==> config.mk <==
export PLATFORM = sky130hd
export DESIGN_NAME = printf_integer_formatter_top
export DESIGN_NICKNAME = d
export VERILOG_FILES = /design/src/hw/rtl/pfmt_pkg.sv /design/src/hw/rtl/printf_integer_formatter_top.sv
export SDC_FILE = /design/constraint.sdc
export NUM_CORES = 2
export LEC_CHECK = 0
export ABC_AREA = 0
export ABC_CLOCK_PERIOD_IN_PS = 7200
export BUFFER_PORTS_ARGS = -buffer_cell sky130_fd_sc_hd__buf_2
export CORE_MARGIN = 2
export CORE_UTILIZATION = 26
export DETAILED_ROUTE_END_ITERATION = 10
export SETUP_SLACK_MARGIN = 0.1
export SYNTH_ARGS = -nofsm -noshare
export SYNTH_HDL_FRONTEND = slang
export SYNTH_SLANG_ARGS = --single-unit
==> constraint.sdc <==
create_clock -name clock -period 7.2 [get_ports clock]
set_input_delay 0.36 -clock clock [delete_from_list [all_inputs] [get_ports clock]]
set_output_delay 0.36 -clock clock [all_outputs]
set_load 0.01 [all_outputs]
==> src/hw/rtl/pfmt_pkg.sv <==
// ----------------------------------------------------------------------------
// pfmt_pkg
// Shared constants, microcode word layout and control store for the
// integer formatter sequencer.
// ----------------------------------------------------------------------------
package pfmt_pkg;

   // sizes
   localparam int DIGIT_SLOTS = 22;
   localparam int COUNT_WIDTH = 31;
   localparam int CNT_W       = $clog2(DIGIT_SLOTS + 1);
   localparam int IDX_W       = $clog2(DIGIT_SLOTS);
   localparam int UPC_W       = 4;

   // reciprocal of ten for 32-bit operands: q = (v * RECIP10) >> RECIP_SHIFT
   localparam logic [31:0] RECIP10     = 32'hCCCC_CCCD;
   localparam int          RECIP_SHIFT = 35;

   // conversion codes
   localparam logic [3:0] FN_LIT = 4'd0;
   localparam logic [3:0] FN_D   = 4'd1;
   localparam logic [3:0] FN_U   = 4'd2;
   localparam logic [3:0] FN_O   = 4'd3;
   localparam logic [3:0] FN_XL  = 4'd4;
   localparam logic [3:0] FN_XU  = 4'd5;
   localparam logic [3:0] FN_P   = 4'd6;
   localparam logic [3:0] FN_C   = 4'd7;

   // radix codes
   localparam logic [1:0] RADIX_10 = 2'd0;
   localparam logic [1:0] RADIX_8  = 2'd1;
   localparam logic [1:0] RADIX_16 = 2'd2;

   // datapath operations
   localparam logic [3:0] OP_NOP        = 4'd0;
   localparam logic [3:0] OP_LOAD       = 4'd1;
   localparam logic [3:0] OP_EMIT_CHAR  = 4'd2;
   localparam logic [3:0] OP_EMIT_ZERO  = 4'd3;
   localparam logic [3:0] OP_EMIT_X     = 4'd4;
   localparam logic [3:0] OP_EMIT_MINUS = 4'd5;
   localparam logic [3:0] OP_RECIP      = 4'd6;
   localparam logic [3:0] OP_DIGIT      = 4'd7;
   localparam logic [3:0] OP_READ       = 4'd8;
   localparam logic [3:0] OP_EMIT_DIG   = 4'd9;

   // sequencing conditions
   localparam logic [2:0] CD_ALWAYS   = 3'd0;
   localparam logic [2:0] CD_DISPATCH = 3'd1;
   localparam logic [2:0] CD_IF_NEG   = 3'd2;
   localparam logic [2:0] CD_IF_MORE  = 3'd3;
   localparam logic [2:0] CD_IF_LEFT  = 3'd4;

   // control store addresses
   localparam logic [UPC_W-1:0] UA_IDLE  = 4'd0;
   localparam logic [UPC_W-1:0] UA_CHAR  = 4'd1;
   localparam logic [UPC_W-1:0] UA_PTR0  = 4'd2;
   localparam logic [UPC_W-1:0] UA_PTRX  = 4'd3;
   localparam logic [UPC_W-1:0] UA_SIGN  = 4'd4;
   localparam logic [UPC_W-1:0] UA_MINUS = 4'd5;
   localparam logic [UPC_W-1:0] UA_RECIP = 4'd6;
   localparam logic [UPC_W-1:0] UA_DIGIT = 4'd7;
   localparam logic [UPC_W-1:0] UA_READ  = 4'd8;
   localparam logic [UPC_W-1:0] UA_EMIT  = 4'd9;

   typedef struct packed {
      logic [3:0]       op;
      logic [2:0]       cond;
      logic [UPC_W-1:0] jump;   // taken when the condition holds
      logic [UPC_W-1:0] fall;   // taken otherwise
      logic             last;   // emitted character closes the item
   } uword_type;

   // microprogram
   function automatic uword_type ucode_rom(input logic [UPC_W-1:0] addr);
      uword_type w;
      w = '{op: OP_NOP, cond: CD_ALWAYS, jump: UA_IDLE, fall: UA_IDLE, last: 1'b0};
      case (addr)
         UA_IDLE:  w = '{OP_LOAD,       CD_DISPATCH, UA_IDLE,  UA_IDLE,  1'b0};
         UA_CHAR:  w = '{OP_EMIT_CHAR,  CD_ALWAYS,   UA_IDLE,  UA_IDLE,  1'b1};
         UA_PTR0:  w = '{OP_EMIT_ZERO,  CD_ALWAYS,   UA_PTRX,  UA_PTRX,  1'b0};
         UA_PTRX:  w = '{OP_EMIT_X,     CD_ALWAYS,   UA_RECIP, UA_RECIP, 1'b0};
         UA_SIGN:  w = '{OP_NOP,        CD_IF_NEG,   UA_MINUS, UA_RECIP, 1'b0};
         UA_MINUS: w = '{OP_EMIT_MINUS, CD_ALWAYS,   UA_RECIP, UA_RECIP, 1'b0};
         UA_RECIP: w = '{OP_RECIP,      CD_ALWAYS,   UA_DIGIT, UA_DIGIT, 1'b0};
         UA_DIGIT: w = '{OP_DIGIT,      CD_IF_MORE,  UA_RECIP, UA_READ,  1'b0};
         UA_READ:  w = '{OP_READ,       CD_ALWAYS,   UA_EMIT,  UA_EMIT,  1'b0};
         UA_EMIT:  w = '{OP_EMIT_DIG,   CD_IF_LEFT,  UA_READ,  UA_IDLE,  1'b0};
         default:  w = '{OP_NOP,        CD_ALWAYS,   UA_IDLE,  UA_IDLE,  1'b0};
      endcase
      return w;
   endfunction

   // entry point of each conversion
   function automatic logic [UPC_W-1:0] dispatch_entry(input logic [3:0] func);
      logic [UPC_W-1:0] a;
      case (func)
         FN_LIT, FN_C:              a = UA_CHAR;
         FN_D:                      a = UA_SIGN;
         FN_U, FN_O, FN_XL, FN_XU:  a = UA_RECIP;
         FN_P:                      a = UA_PTR0;
         default:                   a = UA_IDLE;
      endcase
      return a;
   endfunction

   // ascii digit
   function automatic logic [7:0] digit_char(input logic [3:0] d, input logic upper);
      logic [7:0] c;
      if (d < 4'd10) begin
         c = 8'h30 + {4'd0, d};
      end else if (upper) begin
         c = 8'h37 + {4'd0, d};
      end else begin
         c = 8'h57 + {4'd0, d};
      end
      return c;
   endfunction

endpackage

==> src/hw/rtl/printf_integer_formatter_top.sv <==
// ----------------------------------------------------------------------------
// printf_integer_formatter_top
// Formats one parsed format step per item into a stream of ascii characters.
// ----------------------------------------------------------------------------
// One item is taken at a time. A microcoded sequencer steps through a small
// control store, advancing unless the output register is still full or it
// waits for an item. A literal or %c item is loaded and emitted. A numeric
// conversion generates each digit through the reciprocal multiplier and the
// digit store write, then reads each digit back from the digit store and
// emits it; %d adds a sign test (and a minus sign when the value is negative)
// and %p emits a leading 0x. The longest item is a 16-digit pointer. An
// unknown specifier emits nothing.
module printf_integer_formatter_top
   import pfmt_pkg::*;
(
   input  logic                   clock,
   input  logic                   reset,
   input  logic                   req_valid,
   output logic                   req_ready,
   input  logic [3:0]             req_func,
   input  logic [7:0]             req_literal_char,
   input  logic [63:0]            req_arg_value,
   input  logic                   req_new_call,
   output logic                   rsp_valid,
   input  logic                   rsp_ready,
   output logic [7:0]             rsp_out_char,
   output logic                   rsp_last_char,
   output logic [COUNT_WIDTH-1:0] rsp_chars_so_far
);

   // sequencer and datapath registers
   logic [UPC_W-1:0]       upc_ff, upc_in;
   logic [63:0]            value_ff, value_in;
   logic [28:0]            quot_ff, quot_in;
   logic [CNT_W-1:0]       cnt_ff, cnt_in;
   logic [1:0]             radix_ff, radix_in;
   logic                   upper_ff, upper_in;
   logic                   neg_ff, neg_in;
   logic [7:0]             char_ff, char_in;
   logic [3:0]             rd_ff;
   logic [COUNT_WIDTH-1:0] count_ff, count_in;
   logic                   rsp_valid_ff, rsp_valid_in;
   logic [7:0]             rsp_char_ff, rsp_char_in;
   logic                   rsp_last_ff, rsp_last_in;
   logic [COUNT_WIDTH-1:0] rsp_count_ff, rsp_count_in;

   // digit store
   logic [3:0] digit_mem [DIGIT_SLOTS];

   uword_type        uw;
   logic             is_emit;
   logic             stall;
   logic             cond_true;
   logic [31:0]      low32;
   logic [63:0]      prod;
   logic [31:0]      quot10;
   logic [3:0]       digit;
   logic [63:0]      value_next;
   logic [CNT_W-1:0] cnt_inc;
   logic [CNT_W-1:0] cnt_dec;
   logic             wr_en;
   logic [IDX_W-1:0] wr_idx;
   logic [IDX_W-1:0] rd_idx;
   logic [7:0]       emit_char;
   logic             emit_last;

   assign uw = ucode_rom(upc_ff);

   // handshake
   assign is_emit   = (uw.op == OP_EMIT_CHAR) || (uw.op == OP_EMIT_ZERO) ||
                      (uw.op == OP_EMIT_X) || (uw.op == OP_EMIT_MINUS) ||
                      (uw.op == OP_EMIT_DIG);
   assign req_ready = (uw.op == OP_LOAD);
   assign stall     = (is_emit && rsp_valid_ff && !rsp_ready) ||
                      ((uw.op == OP_LOAD) && !req_valid);

   // digit arithmetic
   assign low32   = req_arg_value[31:0];
   assign prod    = value_ff[31:0] * RECIP10;
   assign quot10  = {quot_ff[28:0], 3'b000} + {2'b00, quot_ff[28:0], 1'b0};
   assign cnt_inc = cnt_ff + CNT_W'(1);
   assign cnt_dec = cnt_ff - CNT_W'(1);
   assign wr_idx  = cnt_ff[IDX_W-1:0];
   assign rd_idx  = cnt_dec[IDX_W-1:0];

   always_comb begin
      case (radix_ff)
         RADIX_8: begin
            digit      = {1'b0, value_ff[2:0]};
            value_next = {3'd0, value_ff[63:3]};
         end
         RADIX_16: begin
            digit      = value_ff[3:0];
            value_next = {4'd0, value_ff[63:4]};
         end
         default: begin
            digit      = value_ff[3:0] - quot10[3:0];
            value_next = {35'd0, quot_ff};
         end
      endcase
   end

   // branch condition
   always_comb begin
      case (uw.cond)
         CD_IF_NEG:  cond_true = neg_ff;
         CD_IF_MORE: cond_true = (value_next != 64'd0) && (cnt_inc < CNT_W'(DIGIT_SLOTS));
         CD_IF_LEFT: cond_true = (cnt_ff != '0);
         default:    cond_true = 1'b1;
      endcase
   end

   // character to emit
   always_comb begin
      case (uw.op)
         OP_EMIT_CHAR:  emit_char = char_ff;
         OP_EMIT_ZERO:  emit_char = 8'h30;
         OP_EMIT_X:     emit_char = 8'h78;
         OP_EMIT_MINUS: emit_char = 8'h2D;
         default:       emit_char = digit_char(rd_ff, upper_ff);
      endcase
      emit_last = (uw.op == OP_EMIT_DIG) ? (cnt_ff == '0) : uw.last;
   end

   // next state of sequencer and datapath
   always_comb begin
      upc_in       = upc_ff;
      value_in     = value_ff;
      quot_in      = quot_ff;
      cnt_in       = cnt_ff;
      radix_in     = radix_ff;
      upper_in     = upper_ff;
      neg_in       = neg_ff;
      char_in      = char_ff;
      count_in     = count_ff;
      rsp_valid_in = rsp_valid_ff && !rsp_ready;
      rsp_char_in  = rsp_char_ff;
      rsp_last_in  = rsp_last_ff;
      rsp_count_in = rsp_count_ff;
      wr_en        = 1'b0;
      if (!stall) begin
         // step the control store
         if (uw.cond == CD_DISPATCH) begin
            upc_in = dispatch_entry(req_func);
         end else begin
            upc_in = cond_true ? uw.jump : uw.fall;
         end
         case (uw.op)
            OP_LOAD: begin
               neg_in   = (req_func == FN_D) && low32[31];
               upper_in = (req_func == FN_XU);
               char_in  = (req_func == FN_C) ? req_arg_value[7:0] : req_literal_char;
               cnt_in   = '0;
               if (req_func == FN_P) begin
                  value_in = req_arg_value;
               end else if ((req_func == FN_D) && low32[31]) begin
                  value_in = {32'd0, (~low32) + 32'd1};
               end else begin
                  value_in = {32'd0, low32};
               end
               case (req_func)
                  FN_O:               radix_in = RADIX_8;
                  FN_XL, FN_XU, FN_P: radix_in = RADIX_16;
                  default:            radix_in = RADIX_10;
               endcase
               if (req_new_call) begin
                  count_in = '0;
               end
            end
            OP_RECIP: begin
               quot_in = prod[RECIP_SHIFT +: 29];
            end
            OP_DIGIT: begin
               wr_en    = 1'b1;
               value_in = value_next;
               cnt_in   = cnt_inc;
            end
            OP_READ: begin
               cnt_in = cnt_dec;
            end
            OP_EMIT_CHAR, OP_EMIT_ZERO, OP_EMIT_X, OP_EMIT_MINUS, OP_EMIT_DIG: begin
               if (count_ff != '1) begin
                  count_in = count_ff + COUNT_WIDTH'(1);
               end
               rsp_valid_in = 1'b1;
               rsp_char_in  = emit_char;
               rsp_last_in  = emit_last;
               rsp_count_in = count_in;
            end
            default: begin
            end
         endcase
      end
   end

   // control registers
   always_ff @(posedge clock) begin
      if (reset) begin
         upc_ff       <= UA_IDLE;
         count_ff     <= '0;
         rsp_valid_ff <= 1'b0;
      end else begin
         upc_ff       <= upc_in;
         count_ff     <= count_in;
         rsp_valid_ff <= rsp_valid_in;
      end
   end

   // payload registers
   always_ff @(posedge clock) begin
      value_ff     <= value_in;
      quot_ff      <= quot_in;
      cnt_ff       <= cnt_in;
      radix_ff     <= radix_in;
      upper_ff     <= upper_in;
      neg_ff       <= neg_in;
      char_ff      <= char_in;
      rsp_char_ff  <= rsp_char_in;
      rsp_last_ff  <= rsp_last_in;
      rsp_count_ff <= rsp_count_in;
   end

   // digit store write and registered read
   always_ff @(posedge clock) begin
      if (wr_en) begin
         digit_mem[wr_idx] <= digit;
      end
      if ((uw.op == OP_READ) && !stall) begin
         rd_ff <= digit_mem[rd_idx];
      end
   end

   assign rsp_valid        = rsp_valid_ff;
   assign rsp_out_char     = rsp_char_ff;
   assign rsp_last_char    = rsp_last_ff;
   assign rsp_chars_so_far = rsp_count_ff;

endmodule
==> metrics.txt <==
Hold Path Class=in2reg; Worst Tran Pin Value=1.07 ns; fin. max-slew vios=0; Tot GR Track Use=14.6%; Slew HR=28.7%; CP Data Arrival Time=7.42 ns; Core Box Area=116000 um2; clk root buf=clkbuf_16; post-synthesis sequential area ratio=27.3%; Reg2Reg Depth=27; DR vias/cell=4.63; Skew-Pair Late Insertion Delay=0.59 ns; synthesized instance count=2806; largest family of logic cells by synthesized area=adder cells; status=complete, no violations; CTS tree=yes; die outline area=119000 um2; CP endpoint kind=flip-flop; initial antenna violation count=0; syn_nets=3639; Routed Antenna Nets=0; crit-path max FO=5; DR pass1 iterations=5; DRC errors left=0; reg-to-reg startpoint=value_ff[16]; CTS H-tree lvls=1; critical path's most frequent cell=fa_1; largest cells by area after synthesis=fa_1, edfxtp_1, ha_1, inv_1, dfxtp_1; layout net count=3996; area grow syn2layout=19.8%; worst clock skew=0.0102 ns; final WL=88100 um; CTS sink count=293; fraction of registers with async set/reset=0%; fin crit share=98.4%; Synth Area in Compound Gates=10.1%; wire per inst=18.7 um; Required @ worst endpoint=7.54 ns; Mapped Area=30300 um2; synth warn=0; Worst Setup SP=value_ff[16]; Reg clk slew, reported paths=0.07 ns; Final min period=7.09 ns; # setup viols final=0; most common flop cell mapped by yosys=edfxtp_1; top cell type's share of synthesized area=25.6%; Setup TNS=0 ns; RSZ-0062 raised after global routing=yes; CP max stage cell=fa_2; Rows=125; vias in the first global route=23000; worst reg-to-reg setup slack=0.11 ns; largest area contributor in the netlist=fa_1; I/O Buffers=122; Worst R2R End=quot_ff[25]; I/O Pins=123; Post-synth EDFFs=242; Post-DP HPWL=74100 um; Max Cap Violations=0; largest net degree at the start of global routing=61; vias after detailed routing=21800; grt ovf=0; Initial Util=26.1%; Post-Synth Adder-Cell Area=40.7%; total CTS buffers=29; crit path capture=quot_ff[25]; Die Ht=345 um; slowest cell delay on critical path=0.56 ns; final hold viol count=0; critical path type=reg2reg; die width=345 um; simple-gate share of the synthesized area=7.38%; mux cell area share after synthesis=2.31%; Iter 0 DRT Violations=1460; Max Clk Rate=141 MHz; Post-Synth XOR/XNOR Area=4.10%; first-pass GRT wire length=137000 um; Mean Syn Cell Area=10.8 um2; ant diodes=0; CTS max path bufs=3; Yosys cell types=86; synthesized flop and latch total=293; Critical Path Start Type=flip-flop; GPL Wtd Cong=0.951; ratio of cells with drive above 1 in the final layout=19.1%
[synthesized netlist by cell type, types with 12 or more instances]
library cell    n
o31ai_1        34
a21o_1         42
edfxtp_1      242
and3_1         12
mux4_2         24
a31oi_1        12
o21ai_0       116
dfxtp_1        51
fa_1          388
a22oi_1        66
clkbuf_1       52
inv_1         559
or3_1          14
nand2_1       179
nor2_1        112
nor3_1         26
and2_1         16
xnor2_1        69
buf_2          14
nand3_1        34
xor2_1         73
a21oi_1        91
nand4_1        12
o21a_1         12
ha_1          364
[stage by stage]
step / utilization (%) / instances / setup slack [ns] / cell area [um2] / hold slack (ns)
2_1_floorplan: - / 2806 / 0.142 / 30300 / 0.450
3_3_place_gp: 29.7 / 4633 / -0.191 / 34500 / 0.463
5_1_grt: 31.3 / 4710 / -0.0508 / 36300 / 0.0502
6_report: 31.3 / 4710 / 0.114 / 36300 / 0.0431
4_1_cts: 31.0 / 4695 / 0.101 / 35900 / 0.0304
3_5_place_dp: 29.7 / 4633 / -0.282 / 34500 / 0.474
[cell type report]
type	instances	area (um2)
clock buffers	31	733
well taps	1524	1910
multi-input cells	1873	20200
flip-flops and latches	293	8290
fillers	11800	79600
clock inverters	23	343
repair buffers	405	2770
inverters	561	2110
[layout by cell type (no fill, tap or decap), drive strengths merged, types with 8 or more instances in the layout]
master / n
a211oi: 11
a21o: 42
a21oi: 91
a22oi: 67
a31oi: 12
and2: 16
and3: 12
buf: 405
bufinv: 8
clkbuf: 31
clkinv: 12
dfxtp: 51
edfxtp: 242
fa: 388
ha: 364
inv: 562
mux2i: 8
mux4: 24
nand2: 180
nand2b: 10
nand3: 34
nand4: 12
nor2: 114
nor2b: 11
nor3: 26
nor4: 11
o21a: 12
o21ai: 124
o31ai: 34
or2: 8
or3: 15
or4: 10
xnor2: 69
xor2: 73
[registers in the layout (all words and copies together) (netlist names), 2 cells and up]
name,cells
rd_ff,4
cnt_ff,5
quot_ff,29
digit_mem,88
value_ff,64
rsp_chars_so_far,31
char_ff,8
radix_ff,2
count_ff,31
upc_ff,4
uw,15
rsp_out_char,8
[worst min path at each step]
| stage | from | to | depth (start not counted) |
|---|---|---|---|
| after floorplan | count_ff[30] | count_ff[30] | 2 |
| after global placement | count_ff[30] | count_ff[30] | 2 |
| after detailed placement | count_ff[30] | count_ff[30] | 2 |
| after CTS | req_arg_value[47] | value_ff[47] | 3 |
| after global routing | req_arg_value[63] | value_ff[63] | 2 |
| final | req_arg_value[63] | value_ff[63] | 2 |
[logic make-up after synthesis]
family / after synthesis
adder cells (fa/ha/maj): 752
buffers and inverters: 640
AND/OR/NAND/NOR: 474
AO/OA/AOI/OAI: 466
flip-flops: 293
XOR/XNOR: 142
multiplexers: 39
[worst max-delay path: cells and delay by family (launching register included)]
kind | cells | cell delay (ns)
flip-flops | 1 | 0.47
XOR/XNOR | 1 | 0.12
AO/OA/AOI/OAI | 6 | 1.10
adder cells (fa/ha/maj) | 9 | 3.95
AND/OR/NAND/NOR | 3 | 0.39
buffers and inverters | 8 | 0.79
[layer usage]
metal | global-route usage [%] | vias up | wire [um]
li1 | - | 10100 | -
met1 | 19.5 | 10900 | 38800
met2 | 24.9 | 646 | 42300
met3 | 1.63 | 133 | 4210
met4 | 4.46 | 0 | 2850
met5 | 0 | - | 0
[what timing repair did]
item                       CTS  global route
hold buffers                 0             0
pin swaps                   25            59
setup endpoints to repair   23            25
setup buffers                8            15
cloned                       0             0
resized for setup           50            65
Power is not shown: default switching activity piles up to over one toggle a cycle in this logic, so the estimate is an artifact.
